==> src/design/positional_array_list_assert.svh <==
// ----------------------------------------------------------------------------
// positional_array_list_assert.svh
// Assertion macros for the positional array list. Clocked on clk and
// disabled while arst_n is low.
// ----------------------------------------------------------------------------
`ifndef POSITIONAL_ARRAY_LIST_ASSERT_SVH
`define POSITIONAL_ARRAY_LIST_ASSERT_SVH

`ifndef ASSERT_OFF

// property checked at every clock edge out of reset
`define PAL_ASSERT(label, prop, msg) \
	label: assert property (@(posedge clk) disable iff (!arst_n) (prop)) else $error(msg);

// implication checked at every clock edge out of reset
`define PAL_ASSERT_IMP(label, pre, post, msg) \
	label: assert property (@(posedge clk) disable iff (!arst_n) (pre) |=> (post)) \
		else $error(msg);

`else

`define PAL_ASSERT(label, prop, msg)
`define PAL_ASSERT_IMP(label, pre, post, msg)

`endif

`endif

==> src/design/pal_pkg.sv <==
// ----------------------------------------------------------------------------
// pal_pkg
// Types and constants shared by the positional array list modules.
// ----------------------------------------------------------------------------
`timescale 1ns / 1ps
`default_nettype none

package pal_pkg;

	localparam int PAL_DEPTH         = 32;
	localparam int PAL_ELEMENT_WIDTH = 32;

	typedef enum logic [1:0] {
		OP_GET    = 2'd0,
		OP_INSERT = 2'd1,
		OP_DELETE = 2'd2,
		OP_CLEAR  = 2'd3
	} op_t;

	typedef struct packed {
		op_t                operation;
		logic [5:0]         position;
		logic signed [31:0] value_in;
	} in_req_t;

	typedef struct packed {
		logic               status;
		logic signed [31:0] value_out;
		logic [5:0]         length_now;
	} out_rsp_t;

	typedef enum logic [2:0] {
		ST_IDLE,
		ST_READ,
		ST_SHIFT_UP,
		ST_SHIFT_DN,
		ST_WRITE_NEW,
		ST_DONE
	} state_t;

endpackage

`default_nettype wire

==> src/design/pal_ram.sv <==
// ----------------------------------------------------------------------------
// pal_ram
// Element store: one write port, one read port, registered read data.
// ----------------------------------------------------------------------------
`timescale 1ns / 1ps
`default_nettype none

module pal_ram #(
	parameter int DEPTH         = pal_pkg::PAL_DEPTH,
	parameter int ELEMENT_WIDTH = pal_pkg::PAL_ELEMENT_WIDTH
) (
	input  wire logic                         clk,
	input  wire logic                         we,
	input  wire logic [$clog2(DEPTH)-1:0]     waddr,
	input  wire logic [ELEMENT_WIDTH-1:0]     wdata,
	input  wire logic                         re,
	input  wire logic [$clog2(DEPTH)-1:0]     raddr,
	output logic      [ELEMENT_WIDTH-1:0]     rdata
);

	logic [ELEMENT_WIDTH-1:0] mem [DEPTH];

	always_ff @(posedge clk) begin
		if (we) begin
			mem[waddr] <= wdata;
		end
	end

	always_ff @(posedge clk) begin
		if (re) begin
			rdata <= mem[raddr];
		end
	end

endmodule

`default_nettype wire

==> src/design/pal_seq.sv <==
// ----------------------------------------------------------------------------
// pal_seq
// Request sequencer: range checks, length count and the element shift
// loop that moves one word per cycle through the element store.
// ----------------------------------------------------------------------------
`timescale 1ns / 1ps
`default_nettype none

module pal_seq #(
	parameter int DEPTH         = pal_pkg::PAL_DEPTH,
	parameter int ELEMENT_WIDTH = pal_pkg::PAL_ELEMENT_WIDTH
) (
	input  wire logic              clk,
	input  wire logic              arst_n,
	input  wire logic              in_valid,
	output logic                   in_ready,
	input  wire pal_pkg::in_req_t  in_data,
	output logic                   done_valid,
	input  wire logic              done_take,
	output pal_pkg::out_rsp_t      done_data
);

	localparam int IW = $clog2(DEPTH);
	localparam int LW = $clog2(DEPTH + 1);
	localparam int CW = (LW > 6 ? LW : 6) + 1;

	pal_pkg::state_t  state_q, state_d;
	pal_pkg::in_req_t req_q;
	logic [LW-1:0]    len_q;
	logic [IW-1:0]    cur_q;
	logic [IW-1:0]    pidx_q;
	logic             status_q;
	logic [31:0]      value_q;

	logic                     we, re;
	logic [IW-1:0]            waddr, raddr;
	logic [ELEMENT_WIDTH-1:0] wdata, rdata;

	logic [CW-1:0] pos_c, len_c;
	logic          get_ok, ins_ok, ins_tail, acc;
	logic [IW-1:0] pidx_in, lidx;
	logic          at_pos, at_last;
	logic signed [63:0] rd_ext;

	pal_ram #(
		.DEPTH         (DEPTH),
		.ELEMENT_WIDTH (ELEMENT_WIDTH)
	) u_ram (
		.clk   (clk),
		.we    (we),
		.waddr (waddr),
		.wdata (wdata),
		.re    (re),
		.raddr (raddr),
		.rdata (rdata)
	);

	assign pos_c    = CW'(in_data.position);
	assign len_c    = CW'(len_q);
	assign get_ok   = (pos_c != '0) && (pos_c <= len_c);
	assign ins_ok   = (len_c < CW'(DEPTH)) && (pos_c != '0) && (pos_c <= len_c + CW'(1));
	assign ins_tail = (pos_c == len_c + CW'(1));
	assign pidx_in  = IW'(pos_c - CW'(1));
	assign lidx     = IW'(len_c - CW'(1));
	assign acc      = in_valid && in_ready;
	assign at_pos   = (cur_q == pidx_q);
	assign at_last  = (CW'(cur_q) + CW'(1) == len_c);
	assign rd_ext   = 64'(signed'(rdata));

	// next state
	always_comb begin
		state_d = state_q;
		case (state_q)
			pal_pkg::ST_IDLE: begin
				if (in_valid) begin
					case (in_data.operation)
						pal_pkg::OP_GET:    state_d = get_ok ? pal_pkg::ST_READ : pal_pkg::ST_DONE;
						pal_pkg::OP_INSERT: begin
							if (!ins_ok) begin
								state_d = pal_pkg::ST_DONE;
							end else if (ins_tail) begin
								state_d = pal_pkg::ST_WRITE_NEW;
							end else begin
								state_d = pal_pkg::ST_SHIFT_UP;
							end
						end
						pal_pkg::OP_DELETE: state_d = get_ok ? pal_pkg::ST_SHIFT_DN : pal_pkg::ST_DONE;
						default:            state_d = pal_pkg::ST_DONE;
					endcase
				end
			end
			pal_pkg::ST_READ:      state_d = pal_pkg::ST_DONE;
			pal_pkg::ST_SHIFT_UP:  state_d = at_pos ? pal_pkg::ST_WRITE_NEW : pal_pkg::ST_SHIFT_UP;
			pal_pkg::ST_SHIFT_DN:  state_d = at_last ? pal_pkg::ST_DONE : pal_pkg::ST_SHIFT_DN;
			pal_pkg::ST_WRITE_NEW: state_d = pal_pkg::ST_DONE;
			pal_pkg::ST_DONE:      state_d = done_take ? pal_pkg::ST_IDLE : pal_pkg::ST_DONE;
			default:               state_d = pal_pkg::ST_IDLE;
		endcase
	end

	// outputs and memory port controls
	always_comb begin
		in_ready   = 1'b0;
		done_valid = 1'b0;
		we         = 1'b0;
		re         = 1'b0;
		waddr      = cur_q;
		raddr      = cur_q;
		wdata      = rdata;
		case (state_q)
			pal_pkg::ST_IDLE: begin
				in_ready = 1'b1;
				raddr    = (in_data.operation == pal_pkg::OP_INSERT) ? lidx : pidx_in;
				case (in_data.operation)
					pal_pkg::OP_GET,
					pal_pkg::OP_DELETE: re = in_valid && get_ok;
					pal_pkg::OP_INSERT: re = in_valid && ins_ok && !ins_tail;
					default:            re = 1'b0;
				endcase
			end
			pal_pkg::ST_SHIFT_UP: begin
				// move the word just read one place up, fetch the one below
				we    = 1'b1;
				waddr = cur_q + IW'(1);
				re    = !at_pos;
				raddr = cur_q - IW'(1);
			end
			pal_pkg::ST_SHIFT_DN: begin
				// first word read is the removed one; later ones move down
				we    = !at_pos;
				waddr = cur_q - IW'(1);
				re    = !at_last;
				raddr = cur_q + IW'(1);
			end
			pal_pkg::ST_WRITE_NEW: begin
				we    = 1'b1;
				waddr = pidx_q;
				wdata = ELEMENT_WIDTH'(req_q.value_in);
			end
			pal_pkg::ST_DONE: done_valid = 1'b1;
			default: ;
		endcase
	end

	always_ff @(posedge clk or negedge arst_n) begin
		if (!arst_n) begin
			state_q <= pal_pkg::ST_IDLE;
			len_q   <= '0;
		end else begin
			state_q <= state_d;
			if (acc && in_data.operation == pal_pkg::OP_CLEAR) begin
				len_q <= '0;
			end else if (state_q == pal_pkg::ST_WRITE_NEW) begin
				len_q <= len_q + LW'(1);
			end else if (state_q == pal_pkg::ST_SHIFT_DN && at_last) begin
				len_q <= len_q - LW'(1);
			end
		end
	end

	always_ff @(posedge clk) begin
		case (state_q)
			pal_pkg::ST_IDLE: begin
				if (acc) begin
					req_q   <= in_data;
					pidx_q  <= pidx_in;
					cur_q   <= (in_data.operation == pal_pkg::OP_INSERT) ? lidx : pidx_in;
					value_q <= '0;
					case (in_data.operation)
						pal_pkg::OP_GET,
						pal_pkg::OP_DELETE: status_q <= !get_ok;
						pal_pkg::OP_INSERT: status_q <= !ins_ok;
						default:            status_q <= 1'b0;
					endcase
				end
			end
			pal_pkg::ST_READ: value_q <= rd_ext[31:0];
			pal_pkg::ST_SHIFT_UP: begin
				if (!at_pos) begin
					cur_q <= cur_q - IW'(1);
				end
			end
			pal_pkg::ST_SHIFT_DN: begin
				if (at_pos) begin
					value_q <= rd_ext[31:0];
				end
				if (!at_last) begin
					cur_q <= cur_q + IW'(1);
				end
			end
			default: ;
		endcase
	end

	assign done_data.status     = status_q;
	assign done_data.value_out  = value_q;
	assign done_data.length_now = 6'(len_q);

endmodule

`default_nettype wire

==> src/design/positional_array_list.sv <==
// ----------------------------------------------------------------------------
// positional_array_list
// Bounded ordered list of signed words addressed by 1-based position.
// ----------------------------------------------------------------------------
// Usage:
//   Requests enter on in_valid/in_ready with in_data (operation, position,
//   value_in); each request gives exactly one result on out_valid/out_ready
//   with out_data (status, value_out, length_now).
//   One request is in work at a time. Clear and rejected requests go
//   straight to the result; get reads one element; insert at position p
//   moves the elements from p to the end one place up before writing the
//   new value, and delete at position p moves the elements after p one
//   place down.
//   Insert and delete move one element per cycle through the element store
//   (one read and one write port, registered read data); that shift loop
//   sets their duration, which grows with the number of elements moved.
//   A result held in the output register does not block the next
//   request. If the receiver stalls with the output register full, the
//   next finished result waits in the sequencer.
//   Reset empties the list (length zero); stored words are not cleared and
//   there is no clearing pass.
// ----------------------------------------------------------------------------
`timescale 1ns / 1ps
`default_nettype none

`include "positional_array_list_assert.svh"

module positional_array_list #(
	parameter int DEPTH         = pal_pkg::PAL_DEPTH,
	parameter int ELEMENT_WIDTH = pal_pkg::PAL_ELEMENT_WIDTH
) (
	input  wire logic              clk,
	input  wire logic              arst_n,
	input  wire logic              in_valid,
	output logic                   in_ready,
	input  wire pal_pkg::in_req_t  in_data,
	output logic                   out_valid,
	input  wire logic              out_ready,
	output pal_pkg::out_rsp_t      out_data
);

	logic              done_valid, done_take;
	pal_pkg::out_rsp_t done_data;
	logic              out_valid_q;
	pal_pkg::out_rsp_t out_data_q;
	logic              err_out;

	pal_seq #(
		.DEPTH         (DEPTH),
		.ELEMENT_WIDTH (ELEMENT_WIDTH)
	) u_seq (
		.clk        (clk),
		.arst_n     (arst_n),
		.in_valid   (in_valid),
		.in_ready   (in_ready),
		.in_data    (in_data),
		.done_valid (done_valid),
		.done_take  (done_take),
		.done_data  (done_data)
	);

	assign done_take = done_valid && (!out_valid_q || out_ready);

	always_ff @(posedge clk or negedge arst_n) begin
		if (!arst_n) begin
			out_valid_q <= 1'b0;
		end else if (done_take) begin
			out_valid_q <= 1'b1;
		end else if (out_ready) begin
			out_valid_q <= 1'b0;
		end
	end

	always_ff @(posedge clk) begin
		if (done_take) begin
			out_data_q <= done_data;
		end
	end

	assign out_valid = out_valid_q;
	assign out_data  = out_data_q;
	assign err_out   = out_valid && out_data.status;

	// one request in work at a time
	`PAL_ASSERT_IMP(a_busy_after_accept, in_valid && in_ready, !in_ready, "accepted while busy")
	// a handed-over result is not offered twice
	`PAL_ASSERT_IMP(a_done_once, done_take, !done_valid, "result handed over twice")
	// failed requests carry a zero value
	`PAL_ASSERT(a_err_zero, !err_out || (out_data.value_out == '0), "error result with value")

endmodule

`default_nettype wire

==> config.mk <==
export PLATFORM = sky130hd
export DESIGN_NAME = positional_array_list
export DESIGN_NICKNAME = d
export VERILOG_FILES = /design/src/design/pal_pkg.sv /design/src/design/pal_ram.sv /design/src/design/pal_seq.sv /design/src/design/positional_array_list.sv
export VERILOG_INCLUDE_DIRS = /design/src /design/src/design
export SDC_FILE = /design/constraint.sdc
export NUM_CORES = 2
export LEC_CHECK = 0
export BUFFER_PORTS_ARGS = -buffer_cell sky130_fd_sc_hd__buf_2
export CORE_ASPECT_RATIO = 0.8
export CORE_MARGIN = 2
export CORE_UTILIZATION = 70
export CTS_BUF_LIST = sky130_fd_sc_hd__clkbuf_8
export CTS_CLUSTER_DIAMETER = 150
export DETAILED_ROUTE_END_ITERATION = 8
export HOLD_SLACK_MARGIN = 0.15
export PLACE_DENSITY_LB_ADDON = 0.3
export SYNTH_ARGS = -nofsm -noshare
export SYNTH_HDL_FRONTEND = slang
export SYNTH_HIERARCHICAL = 1
export SYNTH_SLANG_ARGS = --single-unit
==> constraint.sdc <==
create_clock -name clk -period 8.67 [get_ports clk]
set_input_delay 1.3005 -clock clk [delete_from_list [all_inputs] [get_ports clk]]
set_output_delay 1.3005 -clock clk [all_outputs]
set_load 0.01 [all_outputs]
==> flow_summary.json <==
{
  "first_pass_iters": 7,
  "cts_buffers": 166,
  "hold_class": "in2async",
  "chipHeight_um": 235.9,
  "yosysMostFrequentCell": "edfxtp_1",
  "tightest_slew_ns": 1.338,
  "rsz0062_at_grt": "no",
  "yosys_most_used_dff": "edfxtp_1",
  "via_per_inst": 6.909,
  "place_hpwl_mm": 61.70,
  "skew_ns": 0.01860,
  "crit_slowest_cell": "nor2_4",
  "insertion_delay_ns": 0.83,
  "track_usage": 0.3484,
  "synth.top_cell.area_share": 0.7466,
  "rows": 84,
  "grt_start_max_net_pins": 147,
  "place_ws_ns": 3.396,
  "max_stage_delay_ns": 1.18,
  "port_buffers": 84,
  "setup_violations": 0,
  "setup_ws_ns": 3.535,
  "ys_seq_area_frac": 0.7519,
  "ys_warn_count": 6,
  "num_io_pins": 85,
  "hold_violations": 0,
  "slew_headroom": 0.1059,
  "cts_max_level": 4,
  "power_density_mw_per_mm2": 349.8,
  "setup_tns_ns": 0,
  "critical_path.top_delay_family": "simple AND/OR/NAND/NOR gates",
  "syn_nets": 2901,
  "ctsResizeCount": 0,
  "num_vias": 27350,
  "cts.sinks": 1180,
  "syn_area_mm2": 0.04706,
  "design.core.area_mm2": 0.06611,
  "ys_ff_latch": 1180,
  "syn_inst": 2834,
  "antenna_left": 0,
  "fin_crit_ns": 5.135,
  "dieArea_mm2": 0.06933,
  "fmax_ghz": 0.1947,
  "drive_gt1_frac": 0.1269,
  "nets": 3043,
  "area_delta_synth_final_pct": 9.157,
  "grt_overflow": 0,
  "synth_area_leaders": "edfxtp_1, mux2i_1, nand2_1",
  "drc": 0,
  "drv_cap": 0,
  "tritoncts": "yes",
  "vdd.ir_drop.worst_mv": 0.4254,
  "arrival_ns": 5.62,
  "synth_common_cells": "edfxtp_1, mux2i_1, nand2_1",
  "path_buf_inv": 1,
  "multi_input_area_mm2": 0.01100,
  "start_kind": "flip-flop",
  "post_cts_buffers": 0,
  "path_clk_slew_ns": 0.06,
  "end_kind": "flip-flop",
  "holdWs_ns": 0.3440,
  "status": "completed",
  "synth_area_leader_cell": "edfxtp_1",
  "clk_path_buf_depth": 3,
  "drt-total-wl_mm": 120.1,
  "crit_fanout": 20,
  "synthDistinctLibCells": 59,
  "root_buffer": "clkbuf_8",
  "cp.required_ns": 9.16,
  "first_global_vias": 26720,
  "dieWidth_um": 293.9,
  "drtIter0Drc": 4563,
  "antenna_found_initial": 2,
  "cp_common_cell": "nand3_1",
  "finalMaxSlewViolations": 0,
  "fill_cells": 3458,
  "synth_edf_count": 1170,
  "gp_congestion": 0.8763,
  "seq_area_mm2": 0.03538,
  "grt_pass1_wl_mm": 172.9,
  "leakagePower_nw": 18.57,
  "start_util": 0.7118,
  "min_period_over_period": 0.5923,
  "ctsHoldBuffers": 0,
  "path_cells": "ha_1, nand3_1, nor2_1, a21oi_1, mux2i_1, o21ai_0, nand3_1, nor2_4, buf_4",
  "avgSynthCellArea_um2": 16.61,
  "critPathKind": "reg2reg",
  "wl_per_cell_um": 30.35,
  "async_reset_ff_frac": 0.008475
}
stage by stage:
stage / cells / total power, mW / instance area (um^2) / utilization
2_1_floorplan: 2834 / 12.21 / 47060 / -
3_3_place_gp: 3668 / 13.68 / 48420 / 0.7325
3_5_place_dp: 3668 / 13.95 / 48420 / 0.7325
4_1_cts: 3957 / 17.83 / 51370 / 0.7770
5_1_grt: 3957 / 18.58 / 51370 / 0.7770
6_report: 3958 / 17.97 / 51370 / 0.7770
cells by family (layout without fill, tap and decap cells):
kind of cell	Yosys count	count (layout)	share of synthesized area
xor gates and xnor gates	24	24	0.004467
DFF	1180	1180	0.7519
adders and majority gates	23	23	0.006275
other	0	1	0
AOI/OAI and AO/OA	381	381	0.05467
muxes	523	523	0.1113
and+or+nand+nor	520	520	0.05049
buffers and inverters	183	446	0.02090
per-layer routing:
layer  GRT usage  wire length (um)  vias to the layer above
met2      0.5300             55310                     2221
met5           0                 0                        -
met3     0.08103             16530                      389
li1            -                 -                    11370
met4      0.1797              5938                        0
met1      0.4787             42330                    13370
report_power, final:
group / internal [mW] / switching (mW)
sequential: 7.68 / 0.223
clock: 1.91 / 2.02
combinational: 1.98 / 4.15
total: 11.6 / 6.39
cell type report:
type                    instances  area share
flip-flops and latches       1180      0.6888
diodes                          1  0.00004872
repair buffers                138     0.01729
inverters                      19    0.001388
multi-input cells            1471      0.2142
clock buffers                 171     0.04582
clock inverters               118     0.01147
well taps                     860     0.02095
flip-flops by register name (all words and copies together), names as in the netlist:
signal / flops
u_seq/len_q: 6
out_data: 39
u_seq/u_ram/rdata: 32
u_seq/status_q: 1
u_seq/value_q: 32
u_seq/pidx_q: 5
out_valid: 1
u_seq/state_q: 3
u_seq/cur_q: 5
u_seq/req_q: 32
u_seq/u_ram/mem: 1024
cells in the final DEF (no fill, tap or decap), types with 4 or more instances in the layout:
| cell | instances |
|---|---|
| nand3b_1 | 7 |
| clkinv_1 | 43 |
| mux2i_1 | 521 |
| and3_1 | 33 |
| a31oi_1 | 37 |
| nand3_1 | 114 |
| nor4_1 | 5 |
| nor3_1 | 43 |
| or3_1 | 4 |
| nand2b_1 | 7 |
| nor2b_1 | 6 |
| clkbuf_8 | 171 |
| clkinvlp_4 | 7 |
| o21ai_0 | 20 |
| dfrtp_1 | 10 |
| o22ai_1 | 4 |
| buf_4 | 49 |
| inv_1 | 63 |
| xor2_1 | 11 |
| a22oi_1 | 97 |
| buf_12 | 5 |
| buf_2 | 84 |
| a21oi_1 | 124 |
| nor2_4 | 35 |
| ha_1 | 22 |
| xnor2_1 | 13 |
| clkinv_2 | 15 |
| a21o_1 | 7 |
| edfxtp_1 | 1170 |
| nand2_1 | 218 |
| nor2_1 | 30 |
| a22o_1 | 67 |
final timing paths:
path | startpoint | end | slack (ns) | cells after the start
max | u_seq/cur_q[0] | u_seq/u_ram/mem[29][1] | 3.53 | 9
min | arst_n | u_seq/len_q[2] | 0.34 | 1
max reg2reg | u_seq/cur_q[0] | u_seq/u_ram/mem[29][1] | 3.53 | 9
min reg2reg | u_seq/value_q[15] | out_data[21] | 0.42 | 0
max in group asynchronous | arst_n | u_seq/len_q[4] | 8.13 | 1
min in group clk | u_seq/value_q[15] | out_data[21] | 0.42 | 0
No activity file was read; power rests on OpenSTA's default activity.
